[src/sv/vca_pkg.sv]
package vca_pkg;

  localparam int unsigned MaxChannelsDef = 32;
  localparam int unsigned MaxGroupDef    = 8;

  localparam int unsigned OpW   = 2;
  localparam int unsigned StW   = 2;
  localparam int unsigned ChW   = 5;
  localparam int unsigned TagW  = 31;
  localparam int unsigned OwnW  = 32;
  localparam int unsigned TimeW = 32;
  localparam int unsigned AgeW  = 8;
  localparam int unsigned CntW  = 6;
  localparam int unsigned NeedW = 4;
  localparam int unsigned MaskW = 32;
  localparam int unsigned IdW   = TagW - ChW;
  localparam int unsigned InW   = 120;
  localparam int unsigned OutW  = 72;

  localparam logic [AgeW-1:0] AgeLimit   = 8'h65;
  localparam logic [CntW-1:0] CountReset = 6'd24;

  typedef enum logic [OpW-1:0] {
    OpAlloc  = 2'd0,
    OpFree   = 2'd1,
    OpLookup = 2'd2,
    OpNone   = 2'd3
  } op_e;

  typedef enum logic [StW-1:0] {
    StOk    = 2'd0,
    StFail  = 2'd1,
    StRange = 2'd2,
    StStale = 2'd3
  } status_e;

  typedef enum logic [1:0] {
    RdScan  = 2'd0,
    RdSlot  = 2'd1,
    RdLink  = 2'd2,
    RdQuery = 2'd3
  } rd_sel_e;

  typedef struct packed {
    logic    load_in;
    logic    scan_clr;
    logic    scan_step;
    logic    pick;
    logic    set_steal;
    logic    slot_clr;
    logic    slot_inc;
    logic    latch_ent;
    logic    emit_alloc;
    logic    commit;
    logic    emit_fail;
    logic    emit_free;
    logic    emit_lookup;
    rd_sel_e rd_sel;
  } cmd_t;

  typedef struct packed {
    op_e  op;
    logic need_bad;
    logic scan_last;
    logic found;
    logic steal;
    logic group_full;
    logic slot_last;
    logic out_free;
  } sts_t;

endpackage

[src/sv/vca_ctrl.sv]
module vca_ctrl (
  input  logic          clk_i,
  input  logic          rst_ni,
  input  logic          start_i,
  input  vca_pkg::sts_t sts_i,
  output logic          ready_o,
  output vca_pkg::cmd_t cmd_o
);
  import vca_pkg::*;

  localparam logic [3:0] SIdle   = 4'd0;
  localparam logic [3:0] SDisp   = 4'd1;
  localparam logic [3:0] SScan   = 4'd2;
  localparam logic [3:0] SPick   = 4'd3;
  localparam logic [3:0] SEmitA  = 4'd4;
  localparam logic [3:0] SEmitB  = 4'd5;
  localparam logic [3:0] SCommit = 4'd6;
  localparam logic [3:0] SFail   = 4'd7;
  localparam logic [3:0] SFree   = 4'd8;
  localparam logic [3:0] SLook   = 4'd9;

  logic [3:0] state_q, state_d;

  always_ff @(posedge clk_i or negedge rst_ni) begin
    if (!rst_ni) begin
      state_q <= SIdle;
    end else begin
      state_q <= state_d;
    end
  end

  assign ready_o = (state_q == SIdle);

  always_comb begin
    state_d = state_q;
    cmd_o = '0;
    cmd_o.rd_sel = RdScan;
    unique case (state_q)
      SIdle: begin
        if (start_i) begin
          cmd_o.load_in = 1'b1;
          state_d = SDisp;
        end
      end
      SDisp: begin
        unique case (sts_i.op)
          OpAlloc: begin
            if (sts_i.need_bad) begin
              state_d = SFail;
            end else begin
              cmd_o.scan_clr = 1'b1;
              state_d = SScan;
            end
          end
          OpFree:   state_d = SFree;
          OpLookup: state_d = SLook;
          default:  state_d = SIdle;
        endcase
      end
      SScan: begin
        cmd_o.scan_step = 1'b1;
        if (sts_i.scan_last) begin
          state_d = SPick;
        end
      end
      SPick: begin
        if (sts_i.found) begin
          cmd_o.pick = 1'b1;
          if (sts_i.group_full) begin
            cmd_o.slot_clr = 1'b1;
            state_d = SEmitA;
          end else begin
            cmd_o.scan_clr = 1'b1;
            state_d = SScan;
          end
        end else if (!sts_i.steal) begin
          cmd_o.set_steal = 1'b1;
          cmd_o.scan_clr = 1'b1;
          state_d = SScan;
        end else begin
          state_d = SFail;
        end
      end
      SEmitA: begin
        cmd_o.rd_sel = RdSlot;
        cmd_o.latch_ent = 1'b1;
        state_d = SEmitB;
      end
      SEmitB: begin
        cmd_o.rd_sel = RdLink;
        if (sts_i.out_free) begin
          cmd_o.emit_alloc = 1'b1;
          if (sts_i.slot_last) begin
            cmd_o.slot_clr = 1'b1;
            state_d = SCommit;
          end else begin
            cmd_o.slot_inc = 1'b1;
            state_d = SEmitA;
          end
        end
      end
      SCommit: begin
        cmd_o.commit = 1'b1;
        if (sts_i.slot_last) begin
          state_d = SIdle;
        end else begin
          cmd_o.slot_inc = 1'b1;
        end
      end
      SFail: begin
        if (sts_i.out_free) begin
          cmd_o.emit_fail = 1'b1;
          state_d = SIdle;
        end
      end
      SFree: begin
        if (sts_i.out_free) begin
          cmd_o.emit_free = 1'b1;
          state_d = SIdle;
        end
      end
      SLook: begin
        cmd_o.rd_sel = RdQuery;
        if (sts_i.out_free) begin
          cmd_o.emit_lookup = 1'b1;
          state_d = SIdle;
        end
      end
      default: state_d = SIdle;
    endcase
  end

endmodule

[config.mk]
export PLATFORM = sky130hd
export DESIGN_NAME = vca_ctrl
export DESIGN_NICKNAME = d
export VERILOG_FILES = /design/src/sv/vca_pkg.sv /design/src/sv/vca_ctrl.sv
export SDC_FILE = /design/constraint.sdc
export NUM_CORES = 1
export LEC_CHECK = 0
export ABC_AREA = 1
export BUFFER_PORTS_ARGS = -buffer_cell sky130_fd_sc_hd__buf_2
export CAP_MARGIN = 15
export CORE_AREA = 2 2 39 41
export CTS_CLUSTER_SIZE = 25
export DETAILED_ROUTE_END_ITERATION = 7
export DIE_AREA = 0 0 41 43
export PLACE_DENSITY = 0.74
export SLEW_MARGIN = 10
export SYNTH_ARGS = -nofsm -noshare
export SYNTH_HDL_FRONTEND = slang
export SYNTH_SLANG_ARGS = --single-unit
[constraint.sdc]
create_clock -name clk_i -period 1.5 [get_ports clk_i]
set_input_delay 0 -clock clk_i [delete_from_list [all_inputs] [get_ports clk_i]]
set_output_delay 0 -clock clk_i [all_outputs]
set_load 0.01 [all_outputs]
==> flow_summary.json <==
{
  "setup_viol": 0,
  "vias_per_cell": 5.01,
  "total_leakage_power_nw": 0.444,
  "drive_above_1_share": 0.411,
  "synthesis.area_um2": 549,
  "fp.dieH_um": 43,
  "avgSynthCellArea_um2": 5.84,
  "fin_setup_tns_ns": 0,
  "postCtsSetupBuffers": 0,
  "cp-end-kind": "output port",
  "synth.distinct_cells": 19,
  "clockBufferDepth": 2,
  "root_buffer": "clkbuf_4",
  "hold_slack_ns": 0.102,
  "max_flop_register": "state_q",
  "crit_fanout": 4,
  "synth_edf_count": 0,
  "status": "completed",
  "synth.most_common_cell": "nand2_1",
  "async_flop_share": 1.00,
  "start_util": 0.397,
  "yosys_register_bits": 4,
  "core_um2": 1380,
  "synth-compound-area-share": 0.0820,
  "ys.flop_type": "dfrtp_1",
  "top_regs": "state_q x4",
  "synth_top_area_cell": "nand2_1",
  "yosysSeqAreaShare": 0.182,
  "synth_warnings": 0,
  "cts-htree-levels": 1,
  "io_pins": 28,
  "fin_crit_ns": 1.39,
  "max_freq_mhz": 717,
  "synth_top_area_share": 0.205,
  "drt-total-wl_um": 1450,
  "maxCapViolations": 0,
  "num_antenna_cells": 0,
  "hold_violations": 0,
  "synthToLayoutAreaGrowth_pct": 34.2,
  "worst_pin_slew_ns": 0.246,
  "arrival_ns": 1.39,
  "tritoncts": "yes",
  "syn_inst": 94,
  "final_antenna_net_count": 0,
  "clk-insertion-delay-late_ns": 0.23,
  "peakVddDrop_mv": 0.799,
  "hold_class": "in2async",
  "critPathLaunchType": "flop",
  "synth_simple_gate_area_frac": 0.574,
  "timing.setup.critical_path_class": "reg2out",
  "dpl_cell_area_um2": 693,
  "regToRegSetupSlack_ns": 0.24,
  "grt_use_total": 0.192,
  "gp_congestion": 0.901,
  "drc_errors": 0,
  "synth-adder-area-share": 0.0456,
  "fp.dieArea_um2": 1760,
  "rows": 14,
  "placed_cells": 136,
  "synth_xor_area_frac": 0,
  "grt_max_degree": 9,
  "syn_nets": 108,
  "clkTransAtPathRegs_ns": 0.03,
  "muxShareOfSynthArea": 0,
  "numPortBuffers": 27,
  "cellPowerDensity_nw_per_um2": 1690,
  "yosys-top-cells-area": "nand2_1 (21%), dfrtp_1 (18%), nor2_1 (8.9%), inv_1 (7.5%), nand3_1 (7.3%)",
  "fin_crit_sh": 0.930,
  "drt_iter0_markers": 19,
  "clock-sinks": 4,
  "required_ns": 1.50,
  "final_area_um2": 737,
  "grt_pass1_vias": 612,
  "vias": 701,
  "max_slew_margin": 0.834,
  "dp_hpwl_um": 1170,
  "final.setup_skew_ns": 0.00307,
  "antenna_found_initial": 0,
  "overflow": 0,
  "grt_pass1_wl_um": 2390,
  "dr.pass1.iters": 4,
  "synth_common_cells": "nand2_1 (30), nor2_1 (13), inv_1 (11), nand3_1 (8)",
  "wire_per_inst_um": 10.3,
  "final_max_slew_viol_count": 0,
  "cts_buffers": 3,
  "synth_top_family_by_area": "simple AND/OR/NAND/NOR gates",
  "die_w_um": 41,
  "nets": 140,
  "layout.cells.non_filler": 140,
  "largest_register_ffs": 4
}
-- where the power goes --
group	internal [mW]	leakage, nW	switching (mW)
logic	0.305	0.383	0.558
clock network	0.0889	0.0138	0.0367
registers	0.165	0.0476	0.0930
-- final cells by class --
class | instances | area, um^2
Timing Repair Buffer | 28 | 145
Multi-Input combinational cell | 75 | 393
Clock buffer | 3 | 22.5
Tap cell | 16 | 20.0
Sequential cell | 4 | 104
Inverter | 14 | 52.6
Fill cell | 138 | 647
-- per-layer routing --
| metal | wire length, um | share of wire | vias up | global-route usage |
|---|---|---|---|---|
| li1 | - | - | 363 | - |
| met1 | 676 | 0.47 | 310 | 0.288 |
| met2 | 670 | 0.46 | 28 | 0.281 |
| met3 | 98 | 0.068 | 0 | 0.0314 |
| met4 | 0 | 0 | 0 | 0.0400 |
| met5 | 0 | 0 | - | 0 |
-- path summary, 6_finish.rpt --
check,startpoint,endpoint,depth (start not counted)
min in group clk_i,sts_i[7],state_q[3],5
setup / recovery,state_q[2],cmd_o[13],6
setup reg to reg,state_q[3],state_q[0],6
hold / removal,rst_ni,state_q[0],2
hold reg to reg,state_q[2],state_q[2],2
max in group asynchronous,rst_ni,state_q[3],2
-- cell families after synthesis --
kind of cell    count (synthesis)
simple gates                   67
buf+inv                        15
compound gates                  6
flops                           4
fa+ha+maj                       2
-- cell usage in the layout, fill, tap and decap left out --
| cell | count |
|---|---|
| nand2_1 | 29 |
| buf_2 | 27 |
| nor2_1 | 11 |
| inv_1 | 10 |
| nand3_1 | 8 |
| inv_2 | 4 |
| nand2_2 | 4 |
| nor2_2 | 4 |
| nor3_1 | 4 |
| nand4_1 | 3 |
| clkbuf_4 | 3 |
| dfrtp_2 | 3 |
| nor2_4 | 2 |
| o21ai_0 | 2 |
| o22ai_1 | 2 |
| ha_1 | 2 |
| o21ba_2 | 1 |
| o22ai_2 | 1 |
| nor3_2 | 1 |
| nand2_4 | 1 |
| dlygate4sd3_1 | 1 |
| dfrtp_1 | 1 |
-- repair_timing --
action	CTS	global route
hold endpoints to repair	4	0
setup endpoints to repair	2	5
hold buffers	1	0
resized for setup	1	6
-- through the flow --
stage	worst slack [ns]	total power, mW	util
2_1_floorplan	0.360	0.859	-
3_3_place_gp	0.235	1.07	0.501
3_5_place_dp	0.240	1.08	0.501
4_1_cts	0.0163	1.22	0.526
5_1_grt	-0.00100	1.37	0.533
6_report	0.106	1.25	0.533
-- critical path, cell delays in order (launching register included) --
cell	delay, ns
dfrtp_2	0.43
inv_2	0.11
nand2_2	0.10
nor2_2	0.13
inv_1	0.10
o22ai_1	0.15
buf_2	0.15
No activity file was read; power rests on OpenSTA's default activity.
