==> src/sv/vca_pkg.sv <==
package vca_pkg;

  localparam int unsigned MaxChannelsDef = 32;
  localparam int unsigned MaxGroupDef    = 8;

  localparam int unsigned OpW   = 2;
  localparam int unsigned StW   = 2;
  localparam int unsigned ChW   = 5;
  localparam int unsigned TagW  = 31;
  localparam int unsigned OwnW  = 32;
  localparam int unsigned TimeW = 32;
  localparam int unsigned AgeW  = 8;
  localparam int unsigned CntW  = 6;
  localparam int unsigned NeedW = 4;
  localparam int unsigned MaskW = 32;
  localparam int unsigned IdW   = TagW - ChW;
  localparam int unsigned InW   = 120;
  localparam int unsigned OutW  = 72;

  localparam logic [AgeW-1:0] AgeLimit   = 8'h65;
  localparam logic [CntW-1:0] CountReset = 6'd24;

  typedef enum logic [OpW-1:0] {
    OpAlloc  = 2'd0,
    OpFree   = 2'd1,
    OpLookup = 2'd2,
    OpNone   = 2'd3
  } op_e;

  typedef enum logic [StW-1:0] {
    StOk    = 2'd0,
    StFail  = 2'd1,
    StRange = 2'd2,
    StStale = 2'd3
  } status_e;

  typedef enum logic [1:0] {
    RdScan  = 2'd0,
    RdSlot  = 2'd1,
    RdLink  = 2'd2,
    RdQuery = 2'd3
  } rd_sel_e;

  typedef struct packed {
    logic    load_in;
    logic    scan_clr;
    logic    scan_step;
    logic    pick;
    logic    set_steal;
    logic    slot_clr;
    logic    slot_inc;
    logic    latch_ent;
    logic    emit_alloc;
    logic    commit;
    logic    emit_fail;
    logic    emit_free;
    logic    emit_lookup;
    rd_sel_e rd_sel;
  } cmd_t;

  typedef struct packed {
    op_e  op;
    logic need_bad;
    logic scan_last;
    logic found;
    logic steal;
    logic group_full;
    logic slot_last;
    logic out_free;
  } sts_t;

endpackage

==> src/sv/vca_dp.sv <==
module vca_dp #(
  parameter int unsigned MAX_CHANNELS = vca_pkg::MaxChannelsDef,
  parameter int unsigned MAX_GROUP    = vca_pkg::MaxGroupDef
) (
  input  logic                        clk_i,
  input  logic                        rst_ni,
  input  vca_pkg::cmd_t               cmd_i,
  output vca_pkg::sts_t               sts_o,
  input  logic [vca_pkg::CntW-1:0]    cfg_count_i,
  input  logic [vca_pkg::OpW-1:0]     in_op_i,
  input  logic [vca_pkg::MaskW-1:0]   in_mask_i,
  input  logic [vca_pkg::NeedW-1:0]   in_need_i,
  input  logic [vca_pkg::AgeW-1:0]    in_age_i,
  input  logic [vca_pkg::ChW-1:0]     in_free_i,
  input  logic [vca_pkg::OwnW-1:0]    in_query_i,
  input  logic [vca_pkg::TimeW-1:0]   in_now_i,
  input  logic                        out_ready_i,
  output logic                        out_valid_o,
  output logic [vca_pkg::StW-1:0]     out_status_o,
  output logic [vca_pkg::ChW-1:0]     out_channel_o,
  output logic [vca_pkg::TagW-1:0]    out_tag_o,
  output logic                        out_stolen_o,
  output logic [vca_pkg::OwnW-1:0]    out_owner_o,
  output logic                        out_last_o
);
  import vca_pkg::*;

  localparam int unsigned IdxW  = $clog2(MAX_CHANNELS);
  localparam int unsigned SlotW = (MAX_GROUP > 1) ? $clog2(MAX_GROUP) : 1;
  localparam int unsigned GotW  = $clog2(MAX_GROUP + 1);

  logic             use_q  [MAX_CHANNELS];
  logic [AgeW-1:0]  age_q  [MAX_CHANNELS];
  logic [TimeW-1:0] time_q [MAX_CHANNELS];
  logic [OwnW-1:0]  own_q  [MAX_CHANNELS];
  logic [IdxW-1:0]  link_q [MAX_CHANNELS];

  op_e              op_q;
  logic [MaskW-1:0] mask_q;
  logic [NeedW-1:0] need_q;
  logic [AgeW-1:0]  vage_q;
  logic [ChW-1:0]   free_q;
  logic [OwnW-1:0]  query_q;
  logic [TimeW-1:0] now_q;
  logic [IdW-1:0]   id_q;

  logic [IdxW-1:0]         c_q, best_q;
  logic                    found_q, steal_q;
  logic [AgeW-1:0]         bage_q;
  logic [TimeW-1:0]        btime_q;
  logic [MAX_CHANNELS-1:0] taken_q;
  logic [GotW-1:0]         got_q;
  logic [SlotW-1:0]        slot_q;
  logic [IdxW-1:0]         chosen_q [MAX_GROUP];
  logic                    ent_use_q;
  logic [OwnW-1:0]         ent_own_q;

  logic             out_valid_q;
  logic [StW-1:0]   out_status_q;
  logic [ChW-1:0]   out_channel_q;
  logic [TagW-1:0]  out_tag_q;
  logic             out_stolen_q;
  logic [OwnW-1:0]  out_owner_q;
  logic             out_last_q;

  logic [CntW-1:0]  n_cnt;
  logic [IdxW-1:0]  rd_idx, slot_ch, prim, query_idx, free_idx;
  logic             rd_use;
  logic [AgeW-1:0]  rd_age;
  logic [TimeW-1:0] rd_time;
  logic [OwnW-1:0]  rd_own;
  logic             cand, better, out_free, query_bad, query_stale, free_ok;
  logic [TagW-1:0]  tag;
  logic [OwnW-1:0]  stolen_owner;

  assign n_cnt = (cfg_count_i > CntW'(MAX_CHANNELS)) ? CntW'(MAX_CHANNELS) : cfg_count_i;
  assign slot_ch   = chosen_q[slot_q];
  assign prim      = chosen_q[0];
  assign query_idx = query_q[IdxW-1:0];
  assign free_idx  = free_q[IdxW-1:0];
  assign tag       = {id_q, ChW'(prim)};
  assign out_free  = !out_valid_q || out_ready_i;

  always_comb begin
    unique case (cmd_i.rd_sel)
      RdScan:  rd_idx = c_q;
      RdSlot:  rd_idx = slot_ch;
      RdLink:  rd_idx = link_q[slot_ch];
      RdQuery: rd_idx = query_idx;
      default: rd_idx = c_q;
    endcase
  end

  assign rd_use  = use_q[rd_idx];
  assign rd_age  = age_q[rd_idx];
  assign rd_time = time_q[rd_idx];
  assign rd_own  = own_q[rd_idx];

  assign cand = mask_q[c_q] && !taken_q[c_q] && (CntW'(c_q) < n_cnt) &&
                (steal_q ? (rd_age < AgeLimit) : !rd_use);
  assign better = !found_q ||
                  (steal_q ? ((rd_age < bage_q) || ((rd_age == bage_q) && (rd_time < btime_q)))
                           : (rd_time < btime_q));

  assign stolen_owner = !ent_use_q ? '0 : (ent_own_q[OwnW-1] ? rd_own : ent_own_q);
  assign query_bad    = query_q[OwnW-1] || (CntW'(query_q[ChW-1:0]) >= n_cnt);
  assign query_stale  = !rd_use || (rd_own != query_q);
  assign free_ok      = (CntW'(free_q) < CntW'(MAX_CHANNELS));

  assign sts_o.op         = op_q;
  assign sts_o.need_bad   = (need_q == '0) || (int'(need_q) > int'(MAX_GROUP));
  assign sts_o.scan_last  = (int'(c_q) == int'(MAX_CHANNELS) - 1);
  assign sts_o.found      = found_q;
  assign sts_o.steal      = steal_q;
  assign sts_o.group_full = (int'(got_q) + 1 == int'(need_q));
  assign sts_o.slot_last  = (int'(slot_q) + 1 == int'(got_q));
  assign sts_o.out_free   = out_free;

  always_ff @(posedge clk_i) begin
    if (cmd_i.load_in) begin
      op_q    <= op_e'(in_op_i);
      mask_q  <= in_mask_i;
      need_q  <= in_need_i;
      vage_q  <= in_age_i;
      free_q  <= in_free_i;
      query_q <= in_query_i;
      now_q   <= in_now_i;
    end
    if (cmd_i.scan_step && cand && better) begin
      best_q  <= c_q;
      bage_q  <= rd_age;
      btime_q <= rd_time;
    end
    if (cmd_i.pick) begin
      chosen_q[got_q[SlotW-1:0]] <= best_q;
    end
    if (cmd_i.latch_ent) begin
      ent_use_q <= rd_use;
      ent_own_q <= rd_own;
    end
  end

  always_ff @(posedge clk_i or negedge rst_ni) begin
    if (!rst_ni) begin
      id_q    <= '0;
      c_q     <= '0;
      found_q <= 1'b0;
      steal_q <= 1'b0;
      taken_q <= '0;
      got_q   <= '0;
      slot_q  <= '0;
    end else begin
      if (cmd_i.load_in) begin
        steal_q <= 1'b0;
        taken_q <= '0;
        got_q   <= '0;
        if (op_e'(in_op_i) == OpAlloc) begin
          id_q <= id_q + 1'b1;
        end
      end
      if (cmd_i.scan_clr) begin
        c_q     <= '0;
        found_q <= 1'b0;
      end else if (cmd_i.scan_step) begin
        c_q <= c_q + 1'b1;
        if (cand) begin
          found_q <= 1'b1;
        end
      end
      if (cmd_i.set_steal) begin
        steal_q <= 1'b1;
      end
      if (cmd_i.pick) begin
        taken_q[best_q] <= 1'b1;
        got_q <= got_q + 1'b1;
      end
      if (cmd_i.slot_clr) begin
        slot_q <= '0;
      end else if (cmd_i.slot_inc) begin
        slot_q <= slot_q + 1'b1;
      end
    end
  end

  always_ff @(posedge clk_i or negedge rst_ni) begin
    if (!rst_ni) begin
      for (int i = 0; i < int'(MAX_CHANNELS); i++) begin
        use_q[i]  <= 1'b0;
        age_q[i]  <= '0;
        time_q[i] <= '0;
        own_q[i]  <= '0;
        link_q[i] <= '0;
      end
    end else begin
      if (cmd_i.emit_alloc) begin
        use_q[slot_ch]  <= 1'b1;
        time_q[slot_ch] <= now_q;
        age_q[slot_ch]  <= vage_q;
      end
      if (cmd_i.commit) begin
        if (slot_q == '0) begin
          own_q[slot_ch] <= {1'b0, tag};
        end else begin
          own_q[slot_ch]  <= '1;
          link_q[slot_ch] <= prim;
        end
      end
      if (cmd_i.emit_free && free_ok) begin
        use_q[free_idx]  <= 1'b0;
        time_q[free_idx] <= now_q;
      end
    end
  end

  always_ff @(posedge clk_i or negedge rst_ni) begin
    if (!rst_ni) begin
      out_valid_q <= 1'b0;
    end else if (cmd_i.emit_alloc || cmd_i.emit_fail || cmd_i.emit_free ||
                 cmd_i.emit_lookup) begin
      out_valid_q <= 1'b1;
    end else if (out_ready_i) begin
      out_valid_q <= 1'b0;
    end
  end

  always_ff @(posedge clk_i) begin
    if (cmd_i.emit_alloc) begin
      out_status_q  <= StOk;
      out_channel_q <= ChW'(slot_ch);
      out_tag_q     <= tag;
      out_stolen_q  <= ent_use_q;
      out_owner_q   <= stolen_owner;
      out_last_q    <= sts_o.slot_last;
    end else if (cmd_i.emit_fail) begin
      out_status_q  <= StFail;
      out_channel_q <= '0;
      out_tag_q     <= '0;
      out_stolen_q  <= 1'b0;
      out_owner_q   <= '0;
      out_last_q    <= 1'b1;
    end else if (cmd_i.emit_free) begin
      out_status_q  <= StOk;
      out_channel_q <= free_q;
      out_tag_q     <= '0;
      out_stolen_q  <= 1'b0;
      out_owner_q   <= '0;
      out_last_q    <= 1'b1;
    end else if (cmd_i.emit_lookup) begin
      out_status_q  <= query_bad ? StRange : (query_stale ? StStale : StOk);
      out_channel_q <= query_bad ? '0 : query_q[ChW-1:0];
      out_tag_q     <= '0;
      out_stolen_q  <= 1'b0;
      out_owner_q   <= '0;
      out_last_q    <= 1'b1;
    end
  end

  assign out_valid_o   = out_valid_q;
  assign out_status_o  = out_status_q;
  assign out_channel_o = out_channel_q;
  assign out_tag_o     = out_tag_q;
  assign out_stolen_o  = out_stolen_q;
  assign out_owner_o   = out_owner_q;
  assign out_last_o    = out_last_q;

endmodule

==> config.mk <==
export PLATFORM = sky130hd
export DESIGN_NAME = vca_dp
export DESIGN_NICKNAME = d
export VERILOG_FILES = /design/src/sv/vca_pkg.sv /design/src/sv/vca_dp.sv
export SDC_FILE = /design/constraint.sdc
export NUM_CORES = 2
export LEC_CHECK = 0
export ABC_AREA = 1
export BUFFER_PORTS_ARGS = -buffer_cell sky130_fd_sc_hd__buf_4
export CAP_MARGIN = 20
export CELL_PAD_IN_SITES_DETAIL_PLACEMENT = 1
export CELL_PAD_IN_SITES_GLOBAL_PLACEMENT = 2
export CORE_ASPECT_RATIO = 1.2
export CORE_MARGIN = 8
export CORE_UTILIZATION = 44
export CTS_CLUSTER_DIAMETER = 50
export DETAILED_ROUTE_END_ITERATION = 8
export PLACE_DENSITY_LB_ADDON = 0.1
export SLEW_MARGIN = 20
export SYNTH_ARGS = -nofsm -noshare
export SYNTH_HDL_FRONTEND = slang
export SYNTH_SLANG_ARGS = --single-unit
==> constraint.sdc <==
create_clock -name clk_i -period 14.8 [get_ports clk_i]
set_input_delay 1.48 -clock clk_i [delete_from_list [all_inputs] [get_ports clk_i]]
set_output_delay 1.48 -clock clk_i [all_outputs]
set_load 0.02 [all_outputs]
==> flow_metrics.tcl <==
set metrics [dict create \
    port_buffers 220 \
    grt_overflow 0 \
    die_area_um2 320000 \
    gp_congestion 0.828 \
    grt_pass1_wl_mm 751 \
    max_stage_delay_ns 0.99 \
    root_buffer "clkbuf_16" \
    grt_util_all_layers_pct 30.7 \
    synthFlopType "dfrtp_1" \
    fin_crit_sh_pct 67.1 \
    p_switching_mw 10.2 \
    relSlewSlack_pct 19.2 \
    routedWlPerCell_um 27.5 \
    clk_pin_slew_ns 0.06 \
    min-delay-start "age_q[62]$_DFFE_PN0P_" \
    finClkSkew_ns 0.0496 \
    htreeDepth 5 \
    cts_resized 0 \
    worst_path_most_repeated_cell "nand2_1" \
    p_leak_nw 66.1 \
    numCtsBuffers 362 \
    cts_hold_buf 0 \
    die_y_um 618 \
    cts_tree "yes" \
    critPathArrivalTime_ns 10.45 \
    hold_viol_final 0 \
    cp_slowest_cell "dfrtp_1" \
    postRouteAntennaNets 0 \
    synth_edf_count 303 \
    cts.path.max_buffers 4 \
    comb_power_share_pct 27.2 \
    min_period_ns 9.93 \
    whs_ns 0.477 \
    cts_sinks 2874 \
    status "finished, final reports clean" \
    start_util_pct 44.2 \
    grt_max_degree 208 \
    rsz0062_at_grt "false" \
    die_w_um 518 \
    finalSetupViolations 0 \
    synth_area_leaders "dfrtp_1 (48%), nand2_1 (9.3%), mux2_2 (8.3%), edfxtp_1 (6.8%), o21ai_0 (5.6%)" \
    synth_cell_type_count 57 \
    rows 221 \
    hpwl_mm 290 \
    worstMarginPinSlew_ns 1.21 \
    clock_latency_ns 0.89 \
    tns_ns 0 \
    syn_area_per_cell_um2 9.35 \
    hold_path.class "register to register" \
    synth_top_area_share_pct 48.3 \
    total_power_mw 30.3 \
    area_delta_synth_final_pct 12.6 \
    yosys_warnings 0 \
    synthArstFlopShare_pct 89.4 \
    firstDrtPassIters 6 \
    fmax_mhz 101 \
    crit_required_ns 15.31 \
    r2r_cells 31 \
    nets 14123 \
    vdd_drop_max_v 0.000119 \
    clkPwrFrac_pct 29.8 \
    synth_top_cell_by_area "dfrtp_1" \
    synthesis.area_um2 133000 \
    crit_type "register to register" \
    synth_seq_cells 2874 \
    drt_iter0_markers 8112 \
    reg2reg_to "best_q[1]$_DFFE_PP_" \
    cts_setup_buffers 0 \
    drt_drc_violations_left 0 \
    ys_seq_area_share_pct 55.2 \
    maxCapViolations 0 \
    path_max_fanout 154 \
    r2r_slack_ns 4.87 \
    syn_inst 14229 \
    vias_per_cell 5.84 \
    grt_pass1_vias 114257 \
    synth_nets 14422 \
    whs_endpoint "age_q[62]$_DFFE_PN0P_" \
    swShare_pct 33.8 \
    seqPwrFrac_pct 43.0 \
    layout-drive-gt1-share_pct 15.2 \
    hold_depth 2 \
    coreArea_um2 301000 \
    antenna_found_initial 21 \
    vias 106638 \
    slew_violations 0 \
    wirelength_mm 501 \
    power-per-cell-area_nw_per_um2 202 \
    p_int_mw 20.1 \
    end_kind "register" \
    cp-start-kind "register" \
    r2r-start "slot_q[0]$_DFFE_PN0P_" \
    n_fill_cell 33571 \
    io-pin-count 221 \
]
state kept, by name, summed over array words and instances (netlist names), 40 cells and up:
name	count
link_q	160
age_q	256
time_q	1024
chosen_q	40
own_q	1024
cell usage after synthesis, drive strengths merged, types with 13 or more instances:
library cell     n
a21boi          20
nand2         3304
o32ai           21
a21oi          327
xor2            23
o21a           144
edfxtp         303
nor2           546
o211ai         609
o21bai          16
clkbuf         676
nand3         1041
a22oi           21
clkinv          23
o311ai          13
nand3b          23
a31oi           90
or2             23
mux2           976
buf            464
dfrtp         2569
ha              54
o22ai          106
nor3            40
nand4           22
a32o           109
o21ai         1515
inv           1112
layer usage:
metal	GRT usage, %	part of all wire, %
met2	53.0	49
met4	15.6	6.1
met3	4.09	4.6
met5	0	0.0062
met1	37.9	40
power by group through the flow:
stage / Combinational, mW / Sequential [mW] / Clock, mW
2_1_floorplan: 5.91 / 12.6 / 0
3_3_place_gp: 7.86 / 12.9 / 0
3_5_place_dp: 8.25 / 13.1 / 0
4_1_cts: 8.32 / 13.0 / 9.20
5_1_grt: 9.24 / 13.4 / 9.50
6_report: 8.26 / 13.0 / 9.04
logic make-up (layout without fill, tap and decap cells):
logic type / after synthesis / in the layout / share of synthesized area, %
AOI/OAI and AO/OA: 3009 / 3009 / 13.6
and+or+nand+nor: 5010 / 5010 / 15.4
DFF: 2874 / 2874 / 55.2
xor gates and xnor gates: 31 / 31 / 0.204
buffers and inverters: 2275 / 2267 / 6.89
other: 0 / 11 / 0
muxes: 976 / 976 / 8.26
adders and majority gates: 54 / 54 / 0.508
metrics by stage:
| step | cell area, µm² | cells | util [%] | setup WS [ns] |
|---|---|---|---|---|
| floorplan | 133000 | 14229 | - | 7.52 |
| global placement | 137000 | 17567 | 45.6 | 4.59 |
| detailed placement | 138000 | 17573 | 45.6 | 4.98 |
| CTS | 150000 | 18228 | 49.7 | 4.93 |
| global route | 150000 | 18238 | 49.7 | 4.31 |
| finish | 150000 | 18246 | 49.7 | 4.87 |
worst max path at each step:
stage | start | end | slack, ns
after floorplan | cmd_i[1] | bage_q[0]$_DFFE_PP_ | 7.52
after global placement | slot_q[0]$_DFFE_PN0P_ | best_q[1]$_DFFE_PP_ | 4.59
after detailed placement | slot_q[0]$_DFFE_PN0P_ | best_q[1]$_DFFE_PP_ | 4.98
after CTS | slot_q[0]$_DFFE_PN0P_ | best_q[1]$_DFFE_PP_ | 4.93
after global routing | slot_q[0]$_DFFE_PN0P_ | best_q[1]$_DFFE_PP_ | 4.31
final | slot_q[0]$_DFFE_PN0P_ | best_q[1]$_DFFE_PP_ | 4.87
cell type report:
class | instances | area [µm²] | area share (%)
Sequential cell | 2874 | 73400 | 49.0
Multi-Input combinational cell | 9080 | 50900 | 34.0
Clock buffer | 484 | 10200 | 6.78
Tap cell | 4014 | 5020 | 3.35
Inverter | 1135 | 4300 | 2.87
Timing Repair Buffer | 477 | 4090 | 2.73
Clock inverter | 171 | 1970 | 1.32
Antenna cell | 11 | 27.5 | 0.0184
placed cells by master (no fill, tap or decap), types with 90 or more instances in the layout:
| cell type | netlist | routed |
|---|---|---|
| mux2_2 | 976 | 976 |
| nand2_1 | 3296 | 3263 |
| o211ai_1 | 609 | 609 |
| clkbuf_16 | 0 | 376 |
| buf_4 | 57 | 433 |
| o21a_1 | 144 | 144 |
| edfxtp_1 | 303 | 303 |
| dfrtp_1 | 2569 | 2569 |
| o22ai_1 | 106 | 106 |
| nand3_1 | 1038 | 1036 |
| o21ai_0 | 1485 | 1485 |
| a21oi_1 | 325 | 324 |
| inv_1 | 1104 | 1101 |
| nor2_1 | 541 | 527 |
| a32o_1 | 109 | 109 |
| a31oi_1 | 90 | 90 |
worst max-delay path: cells and delay by family, from the launching register on:
kind | cells | cell delay (ns)
flops | 1 | 0.99
simple gates | 14 | 2.67
compound gates | 8 | 2.42
fa+ha+maj | 1 | 0.28
buf+inv | 8 | 2.85
No activity file was read; power rests on OpenSTA's default activity.
